--- src/rtl/ils_pkg.sv ---
// ----------------------------------------------------------------------------
// ils_pkg
// shared types and codes for the indexed lifo stack
// ----------------------------------------------------------------------------
package ils_pkg;

  // request codes
  typedef enum logic [2:0] {
    OP_PUSH   = 3'd0,
    OP_POP    = 3'd1,
    OP_PEEK   = 3'd2,
    OP_INSERT = 3'd3,
    OP_DELETE = 3'd4,
    OP_CLEAR  = 3'd5
  } op_t;

  // result status codes
  typedef enum logic [1:0] {
    ST_OK    = 2'd0,
    ST_FULL  = 2'd1,
    ST_EMPTY = 2'd2,
    ST_RANGE = 2'd3
  } status_t;

  // the action that every cell takes
  typedef enum logic [1:0] {
    ACT_HOLD   = 2'd0,
    ACT_INSERT = 2'd1,
    ACT_DELETE = 2'd2
  } cell_act_t;

  // register map
  localparam int unsigned CFG_ADDR_W      = 3;
  localparam int unsigned CFG_DATA_W      = 32;
  localparam int unsigned REG_DEPTH_LIMIT = 0;
  localparam int unsigned LIMIT_W         = 7;
  localparam logic [LIMIT_W-1:0] LIMIT_RESET = 7'd64;

  // fixed field widths
  localparam int unsigned DATA_W  = 32;
  localparam int unsigned FIELD_W = 7;

endpackage

--- src/rtl/ils_cell.sv ---
// ----------------------------------------------------------------------------
// ils_cell
// one stack slot; cell 0 holds the top entry, deeper cells hold older ones
// ----------------------------------------------------------------------------
module ils_cell #(
  parameter int unsigned ENTRY_WIDTH = 32,
  parameter int unsigned CW          = 7,
  parameter int unsigned IDX         = 0
) (
  input  logic                   clk,
  input  ils_pkg::cell_act_t     act,
  input  logic [CW-1:0]          split,
  input  logic [ENTRY_WIDTH-1:0] load_data,
  input  logic [ENTRY_WIDTH-1:0] from_shallow,
  input  logic [ENTRY_WIDTH-1:0] from_deep,
  output logic [ENTRY_WIDTH-1:0] value
);
  import ils_pkg::*;

  localparam logic [CW-1:0] MY_IDX = CW'(IDX);

  logic [ENTRY_WIDTH-1:0] value_next;

  always_comb begin
    value_next = value;
    case (act)
      ACT_INSERT: begin
        // cells past the split move one deeper, the split cell takes the new entry
        if (MY_IDX > split) begin
          value_next = from_shallow;
        end else if (MY_IDX == split) begin
          value_next = load_data;
        end
      end
      ACT_DELETE: begin
        // cells from the split on close the gap
        if (MY_IDX >= split) begin
          value_next = from_deep;
        end
      end
      default: value_next = value;
    endcase
  end

  always_ff @(posedge clk) begin
    value <= value_next;
  end

endmodule

--- src/rtl/indexed_lifo_stack_top.sv ---
// ----------------------------------------------------------------------------
// indexed_lifo_stack_top
// bounded lifo stack with push, pop, peek, indexed insert, indexed delete
// and clear, built as a chain of register cells
// ----------------------------------------------------------------------------
// The stack holds up to MAX_DEPTH entries in a row of cells, the top entry
// always in cell 0, so pop and peek read one fixed cell and every insert or
// delete is a single parallel shift of the cells on one side of a split
// point. One transaction is taken per clock cycle and its result appears in
// the output register on the next cycle; the state one request leaves for
// the next, the fill count register and the cells, is updated in that same
// cycle. The input stalls only while a result sits in the output register
// and the output side is stalling. On full, empty or index out of range the
// contents and fill count are left unchanged. Register depth_limit (byte
// address 0, reset 64) caps the entries in use; values above MAX_DEPTH act
// as MAX_DEPTH, and lowering it below the fill count keeps the entries
// above the limit. No clearing pass is needed after reset.
module indexed_lifo_stack_top #(
  parameter int unsigned MAX_DEPTH   = 64,
  parameter int unsigned ENTRY_WIDTH = 32
) (
  input  logic                              clk,
  input  logic                              rst,
  // request channel
  input  logic                              in_valid,
  output logic                              in_stall,
  input  logic [2:0]                        op,
  input  logic [ils_pkg::DATA_W-1:0]        data_in,
  input  logic [ils_pkg::FIELD_W-1:0]       position,
  // result channel
  output logic                              out_valid,
  input  logic                              out_stall,
  output logic [1:0]                        status,
  output logic [ils_pkg::DATA_W-1:0]        data_out,
  output logic [ils_pkg::FIELD_W-1:0]       fill_count,
  output logic [ils_pkg::FIELD_W-1:0]       free_slots,
  // configuration port
  input  logic                              psel,
  input  logic                              penable,
  input  logic                              pwrite,
  input  logic [ils_pkg::CFG_ADDR_W-1:0]    paddr,
  input  logic [ils_pkg::CFG_DATA_W-1:0]    pwdata,
  output logic [ils_pkg::CFG_DATA_W-1:0]    prdata,
  output logic                              pready
);
  import ils_pkg::*;

  // count width holds 0..MAX_DEPTH; compare width also covers the 7-bit fields
  localparam int unsigned CW   = $clog2(MAX_DEPTH + 1);
  localparam int unsigned CMPW = (CW > FIELD_W) ? CW : FIELD_W;
  localparam logic [CMPW-1:0] DEPTH_C = CMPW'(MAX_DEPTH);

  // --------------------------------------------------------------------------
  // configuration register
  // --------------------------------------------------------------------------
  logic [LIMIT_W-1:0] depth_limit;
  logic               cfg_wr;

  assign pready = 1'b1;
  assign cfg_wr = psel && penable && pwrite && pready
                  && (paddr[CFG_ADDR_W-1:2] == (CFG_ADDR_W-2)'(REG_DEPTH_LIMIT));

  always_ff @(posedge clk) begin
    if (rst) begin
      depth_limit <= LIMIT_RESET;
    end else if (cfg_wr) begin
      depth_limit <= pwdata[LIMIT_W-1:0];
    end
  end

  // only one register, so every read address returns it
  assign prdata = {{(CFG_DATA_W-LIMIT_W){1'b0}}, depth_limit};

  // --------------------------------------------------------------------------
  // handshake
  // --------------------------------------------------------------------------
  logic accept;

  assign in_stall = out_valid && out_stall;
  assign accept   = in_valid && !in_stall;

  // --------------------------------------------------------------------------
  // request decode and checks
  // --------------------------------------------------------------------------
  logic [CW-1:0]          top_count;
  logic [CW-1:0]          top_count_next;
  logic [CMPW-1:0]        tc_x;
  logic [CMPW-1:0]        pos_x;
  logic [CMPW-1:0]        lim_x;
  logic [CMPW-1:0]        lim_raw;
  logic [CMPW-1:0]        fill_x;
  logic [CMPW-1:0]        free_x;
  status_t                st;
  logic                   rd_top;
  cell_act_t              act;
  logic [CW-1:0]          split;
  op_t                    op_c;

  assign op_c    = op_t'(op);
  assign tc_x    = CMPW'(top_count);
  assign pos_x   = CMPW'(position);
  assign lim_raw = CMPW'(depth_limit);
  assign lim_x   = (lim_raw > DEPTH_C) ? DEPTH_C : lim_raw;

  always_comb begin
    st             = ST_OK;
    rd_top         = 1'b0;
    act            = ACT_HOLD;
    split          = '0;
    top_count_next = top_count;
    case (op_c)
      OP_PUSH: begin
        if (tc_x >= lim_x) begin
          st = ST_FULL;
        end else begin
          // push is an insert just above the top: split at cell 0
          act            = ACT_INSERT;
          top_count_next = top_count + 1'b1;
        end
      end
      OP_POP: begin
        if (top_count == '0) begin
          st = ST_EMPTY;
        end else begin
          rd_top         = 1'b1;
          act            = ACT_DELETE;
          top_count_next = top_count - 1'b1;
        end
      end
      OP_PEEK: begin
        if (top_count == '0) begin
          st = ST_EMPTY;
        end else begin
          rd_top = 1'b1;
        end
      end
      OP_INSERT: begin
        if (tc_x >= lim_x) begin
          st = ST_FULL;
        end else if (pos_x > tc_x) begin
          st = ST_RANGE;
        end else begin
          // bottom index pos sits at cell top_count - pos after the insert
          act            = ACT_INSERT;
          split          = CW'(tc_x - pos_x);
          top_count_next = top_count + 1'b1;
        end
      end
      OP_DELETE: begin
        if (pos_x >= tc_x) begin
          st = ST_RANGE;
        end else begin
          // bottom index pos lives in cell top_count - 1 - pos
          act            = ACT_DELETE;
          split          = CW'(tc_x - pos_x - 1'b1);
          top_count_next = top_count - 1'b1;
        end
      end
      OP_CLEAR: begin
        top_count_next = '0;
      end
      default: begin
        // unused codes change nothing and report ok
        st = ST_OK;
      end
    endcase
  end

  assign fill_x = CMPW'(top_count_next);
  assign free_x = (fill_x >= lim_x) ? '0 : (lim_x - fill_x);

  always_ff @(posedge clk) begin
    if (rst) begin
      top_count <= '0;
    end else if (accept) begin
      top_count <= top_count_next;
    end
  end

  // --------------------------------------------------------------------------
  // cell chain
  // --------------------------------------------------------------------------
  logic [ENTRY_WIDTH-1:0]        cell_val [MAX_DEPTH];
  logic [ENTRY_WIDTH+DATA_W-1:0] data_ext;
  logic [ENTRY_WIDTH-1:0]        load_data;
  cell_act_t                     cell_act;

  assign data_ext  = {{ENTRY_WIDTH{1'b0}}, data_in};
  assign load_data = data_ext[ENTRY_WIDTH-1:0];
  assign cell_act  = accept ? act : ACT_HOLD;

  for (genvar j = 0; j < MAX_DEPTH; j++) begin : g_cell
    logic [ENTRY_WIDTH-1:0] shallow;
    logic [ENTRY_WIDTH-1:0] deep;

    if (j == 0) begin : g_first
      assign shallow = '0;
    end else begin : g_mid_shallow
      assign shallow = cell_val[j-1];
    end

    if (j == MAX_DEPTH - 1) begin : g_last
      assign deep = '0;
    end else begin : g_mid_deep
      assign deep = cell_val[j+1];
    end

    ils_cell #(
      .ENTRY_WIDTH (ENTRY_WIDTH),
      .CW          (CW),
      .IDX         (j)
    ) u_cell (
      .clk          (clk),
      .act          (cell_act),
      .split        (split),
      .load_data    (load_data),
      .from_shallow (shallow),
      .from_deep    (deep),
      .value        (cell_val[j])
    );
  end

  // --------------------------------------------------------------------------
  // result register
  // --------------------------------------------------------------------------
  logic [ENTRY_WIDTH+DATA_W-1:0] top_ext;

  assign top_ext = {{DATA_W{1'b0}}, cell_val[0]};

  always_ff @(posedge clk) begin
    if (rst) begin
      out_valid <= 1'b0;
    end else if (accept) begin
      out_valid <= 1'b1;
    end else if (!out_stall) begin
      out_valid <= 1'b0;
    end
  end

  always_ff @(posedge clk) begin
    if (accept) begin
      status     <= st;
      data_out   <= rd_top ? top_ext[DATA_W-1:0] : '0;
      fill_count <= fill_x[FIELD_W-1:0];
      free_slots <= free_x[FIELD_W-1:0];
    end
  end

endmodule
--- config.mk ---
export PLATFORM = sky130hd
export DESIGN_NAME = indexed_lifo_stack_top
export DESIGN_NICKNAME = d
export VERILOG_FILES = /design/src/rtl/ils_pkg.sv /design/src/rtl/ils_cell.sv /design/src/rtl/indexed_lifo_stack_top.sv
export SDC_FILE = /design/constraint.sdc
export NUM_CORES = 2
export LEC_CHECK = 0
export BUFFER_PORTS_ARGS = -buffer_cell sky130_fd_sc_hd__buf_2
export CAP_MARGIN = 5
export CORE_ASPECT_RATIO = 0.6
export CORE_MARGIN = 3
export CORE_UTILIZATION = 55
export DETAILED_ROUTE_END_ITERATION = 8
export MAX_ROUTING_LAYER = met4
export PLACE_DENSITY = 0.8
export SYNTH_ARGS = -nofsm -noshare
export SYNTH_HDL_FRONTEND = slang
export SYNTH_SLANG_ARGS = --single-unit
--- constraint.sdc ---
create_clock -name clk -period 16.8 [get_ports clk]
set_clock_uncertainty 0.05 [all_clocks]
set_input_delay 2.52 -clock clk [delete_from_list [all_inputs] [get_ports clk]]
set_output_delay 2.52 -clock clk [all_outputs]
set_load 0.005 [all_outputs]
==> run summary <==
final worst path period need -> 9.308 ns
synthesized area -> 0.1120 mm2
CTS Buf Count -> 193
number of gates resized after CTS -> 0
ys flop type -> edfxtp_1
fill count -> 15,640
status -> complete, but fails checks
post-DR vias/cell -> 7.420
crit path buf inv count -> 9
Worst-path clk slew -> 0.07 ns
delay-heaviest family, CP -> buffers and inverters
global-route wire length before repair -> 554,000 um
clock tree buffer depth -> 4
vias in the first global route -> 85,480
Post-synth EDFFs -> 2,096
detailed-route wire length -> 375,300 um
Placer Congestion -> 0.9777
H-tree depth -> 4
crit-path max FO -> 148
CTS Hold Bufs -> 0
worst min path class -> flip-flop to flip-flop
Slew Limit Fails -> 0
Min Hold Slack -> 0.4572 ns
vias -> 88,720
Synth cell types -> 102
Fin Setup TNS -> 0 ns
max-cap violations -> 0
largest net degree at the start of global routing -> 275
Worst R2R Start -> tc_x[3]
crit path to -> g_cell[19].u_cell.value[21]
failing checks -> DRC
GRT overflow -> 0
Final Cycle Share -> 55.41%
Synth Area per Inst -> 11.50 um2
TritonCTS clock tree -> done
wire per inst -> 31.38 um
DP HPWL -> 225,200 um
RSZ-0062 raised after global routing -> false
layout cells sized above 1 -> 9.304%
CP Data Required Time -> 17.33 ns
fmax -> 107.4 MHz
clock sink count -> 2,111
Initial Utilization -> 55.67%
Worst path most repeated cell -> buf_4
pwr dens -> 93.59 mW/mm2
Worst-Margin Slew -> 1.335 ns
#FFs+latches synth -> 2,111
final worst slack -> 7.492 ns
global-route usage over all layers -> 35.53%
Die Ht -> 355.5 um
crit path DAT -> 9.83 ns
Yosys Warn Count -> 0
CP Capture Type -> flip-flop
pre-CTS setup slack -> 6.882 ns
initial antenna violation count -> 13
Leakage -> 0.03960 uW
row count -> 127
Iter 0 DRT Violations -> 15,690
clock latency on the worst-skew pair -> 0.87 ns
asr flop ratio synth -> 0%
core area -> 0.2012 mm2
TritonRoute pass-1 iters -> 9
Reg2Reg Depth -> 16
DIE AREA -> 0.2093 mm2
Post-route DRC -> 1
Die W -> 588.6 um
area delta synth->final -> 7.256%
postcts setup bufs -> 0
startpoint types -> input port
ANT nets after route -> 0
Nets -> 9,210
WP depth -> 19
crit path max-delay cell type -> buf_4
Root Driver -> clkbuf_16
cell count after synthesis -> 9,740
IO buf count -> 113
CP Cell Sequence -> buf_2, inv_1, ha_1, o21ai_0, o21bai_1, o21ai_2, buf_4, nor2_1, a21o_1, nand2_1, inv_1, ha_4, buf_4, buf_12, buf_4, buf_4, nor2b_4, buf_4, a221o_1
setup violation total in the final timing report -> 0
IO Pins -> 167
worst r2r dst -> g_cell[19].u_cell.value[21]
critical path type -> input port to flip-flop
flop-to-flop setup slack -> 8.64 ns
register area share after synthesis -> 56.46%
Critical Path Max Stage Delay -> 0.89 ns
slew margin rel. -> 10.77%
Final Hold Fails -> 0
CP startpoint -> position[5]
IR drop worst, VDD -> 0.09129 mV
## worst reg2reg max path: cells and delay by family (launching register included)
family          cells  cell delay (ns)
buf+inv             7             3.96
simple gates        3             0.72
fa+ha+maj           2             1.13
compound gates      4             1.26
flops               1             0.73
## layer usage
metal | vias up | share of wire (%) | track usage, %
met5 | - | 0 | -
met3 | 1288 | 16 | 14.06
li1 | 36700 | - | -
met1 | 43420 | 36 | 45.90
met2 | 7314 | 42 | 49.33
met4 | 0 | 5.3 | 15.66
## per-stage QoR
stage                     area [um2]  util (%)  power (uW)  cells
after floorplan               112100         -        6572   9764
after global placement        114100     56.71        6872  11610
after detailed placement      114100     56.71        6898  11610
after CTS                     120000     59.64       11190  11940
after global routing          120100     59.71       11480  11950
final                         120100     59.71       11240  11960
## layout make-up
type | count | area, um2 | area share [%]
flip-flops and latches | 2111 | 63240 | 52.64
multi-input cells | 6239 | 44140 | 36.74
clock inverters | 99 | 905.9 | 0.7541
repair buffers | 384 | 2780 | 2.314
clock buffers | 232 | 4997 | 4.160
well taps | 2709 | 3390 | 2.822
inverters | 168 | 638.1 | 0.5312
diodes | 15 | 37.54 | 0.03125
## report_power, final
group,total (uW),switching (uW),leakage (uW),internal [uW]
registers,5980,69.8,0.0191,5910
clock network,4410,2050,0.00288,2360
logic,856,606,0.0176,250
total,11200,2730,0.0396,8520
## layout by cell type (no fill, tap or decap), drive strengths merged, types with 15 or more instances in the layout
cell / n
o21ai: 1059
inv: 171
a2111oi: 37
nor4b: 545
nor2: 335
o311ai: 98
buf: 384
mux2i: 876
and4: 64
nand3: 278
conb: 26
nor4: 69
nor3b: 33
edfxtp: 2096
or2: 19
o2111a: 32
bufinv: 16
clkbuf: 232
nor3: 28
a31oi: 238
and2: 44
nor2b: 41
a221o: 768
clkinv: 72
ha: 27
nand2: 1121
a21oi: 179
a21o: 40
o31ai: 35
a2bb2oi: 65
diode: 15
dfxtp: 15
nand4: 37
a211oi: 22
## how the worst min path moves through the flow
stage	endpoint	cells after the start	startpoint	slack, ns
final	g_cell[62].u_cell.value[5]	2	g_cell[63].u_cell.value[5]	0.46
after global routing	g_cell[62].u_cell.value[5]	2	g_cell[63].u_cell.value[5]	0.48
after CTS	depth_limit[0]	2	depth_limit[0]	0.47
after detailed placement	depth_limit[0]	2	depth_limit[0]	0.46
after global placement	depth_limit[0]	2	depth_limit[0]	0.45
after floorplan	g_cell[62].u_cell.value[0]	2	g_cell[63].u_cell.value[0]	0.45
## cells by family after synthesis
| group | Yosys count | share of synthesized area (%) |
|---|---|---|
| AO/OA/AOI/OAI | 2654 | 17.17 |
| adder cells (fa/ha/maj) | 29 | 0.3374 |
| multiplexers | 877 | 7.839 |
| XOR/XNOR | 12 | 0.1341 |
| buffers and inverters | 1414 | 5.390 |
| AND/OR/NAND/NOR | 2641 | 12.66 |
| flip-flops | 2111 | 56.46 |
| other | 2 | 0.006705 |
## sequential cells by signal, indices dropped and copies added, names as in the netlist
name / cells
fill_count: 7
tc_x: 7
free_slots: 7
depth_limit: 7
data_out: 32
g_cell.u_cell.value: 2048
status: 2
out_valid: 1
## cells in the mapped netlist, types with 42 or more instances
cell type,instances,area share (%)
edfxtp_1,2096,56
inv_1,168,0.56
and2_1,42,0.23
o21ai_0,870,3.9
buf_4,88,0.59
nor2_1,334,1.1
and4_1,64,0.50
nor4b_1,545,4.3
mux2i_1,876,7.8
clkbuf_1,868,2.9
buf_2,223,1.0
a21oi_1,175,0.78
nand2_1,1120,3.8
o311ai_0,46,0.36
a221o_1,768,6.9
a31oi_1,238,1.3
buf_1,51,0.17
nand3_1,278,1.2
nor4_1,67,0.37
o21ai_1,187,0.84
a2bb2oi_1,65,0.51
o311ai_1,50,0.39
Power figures use the tool's default switching activity.
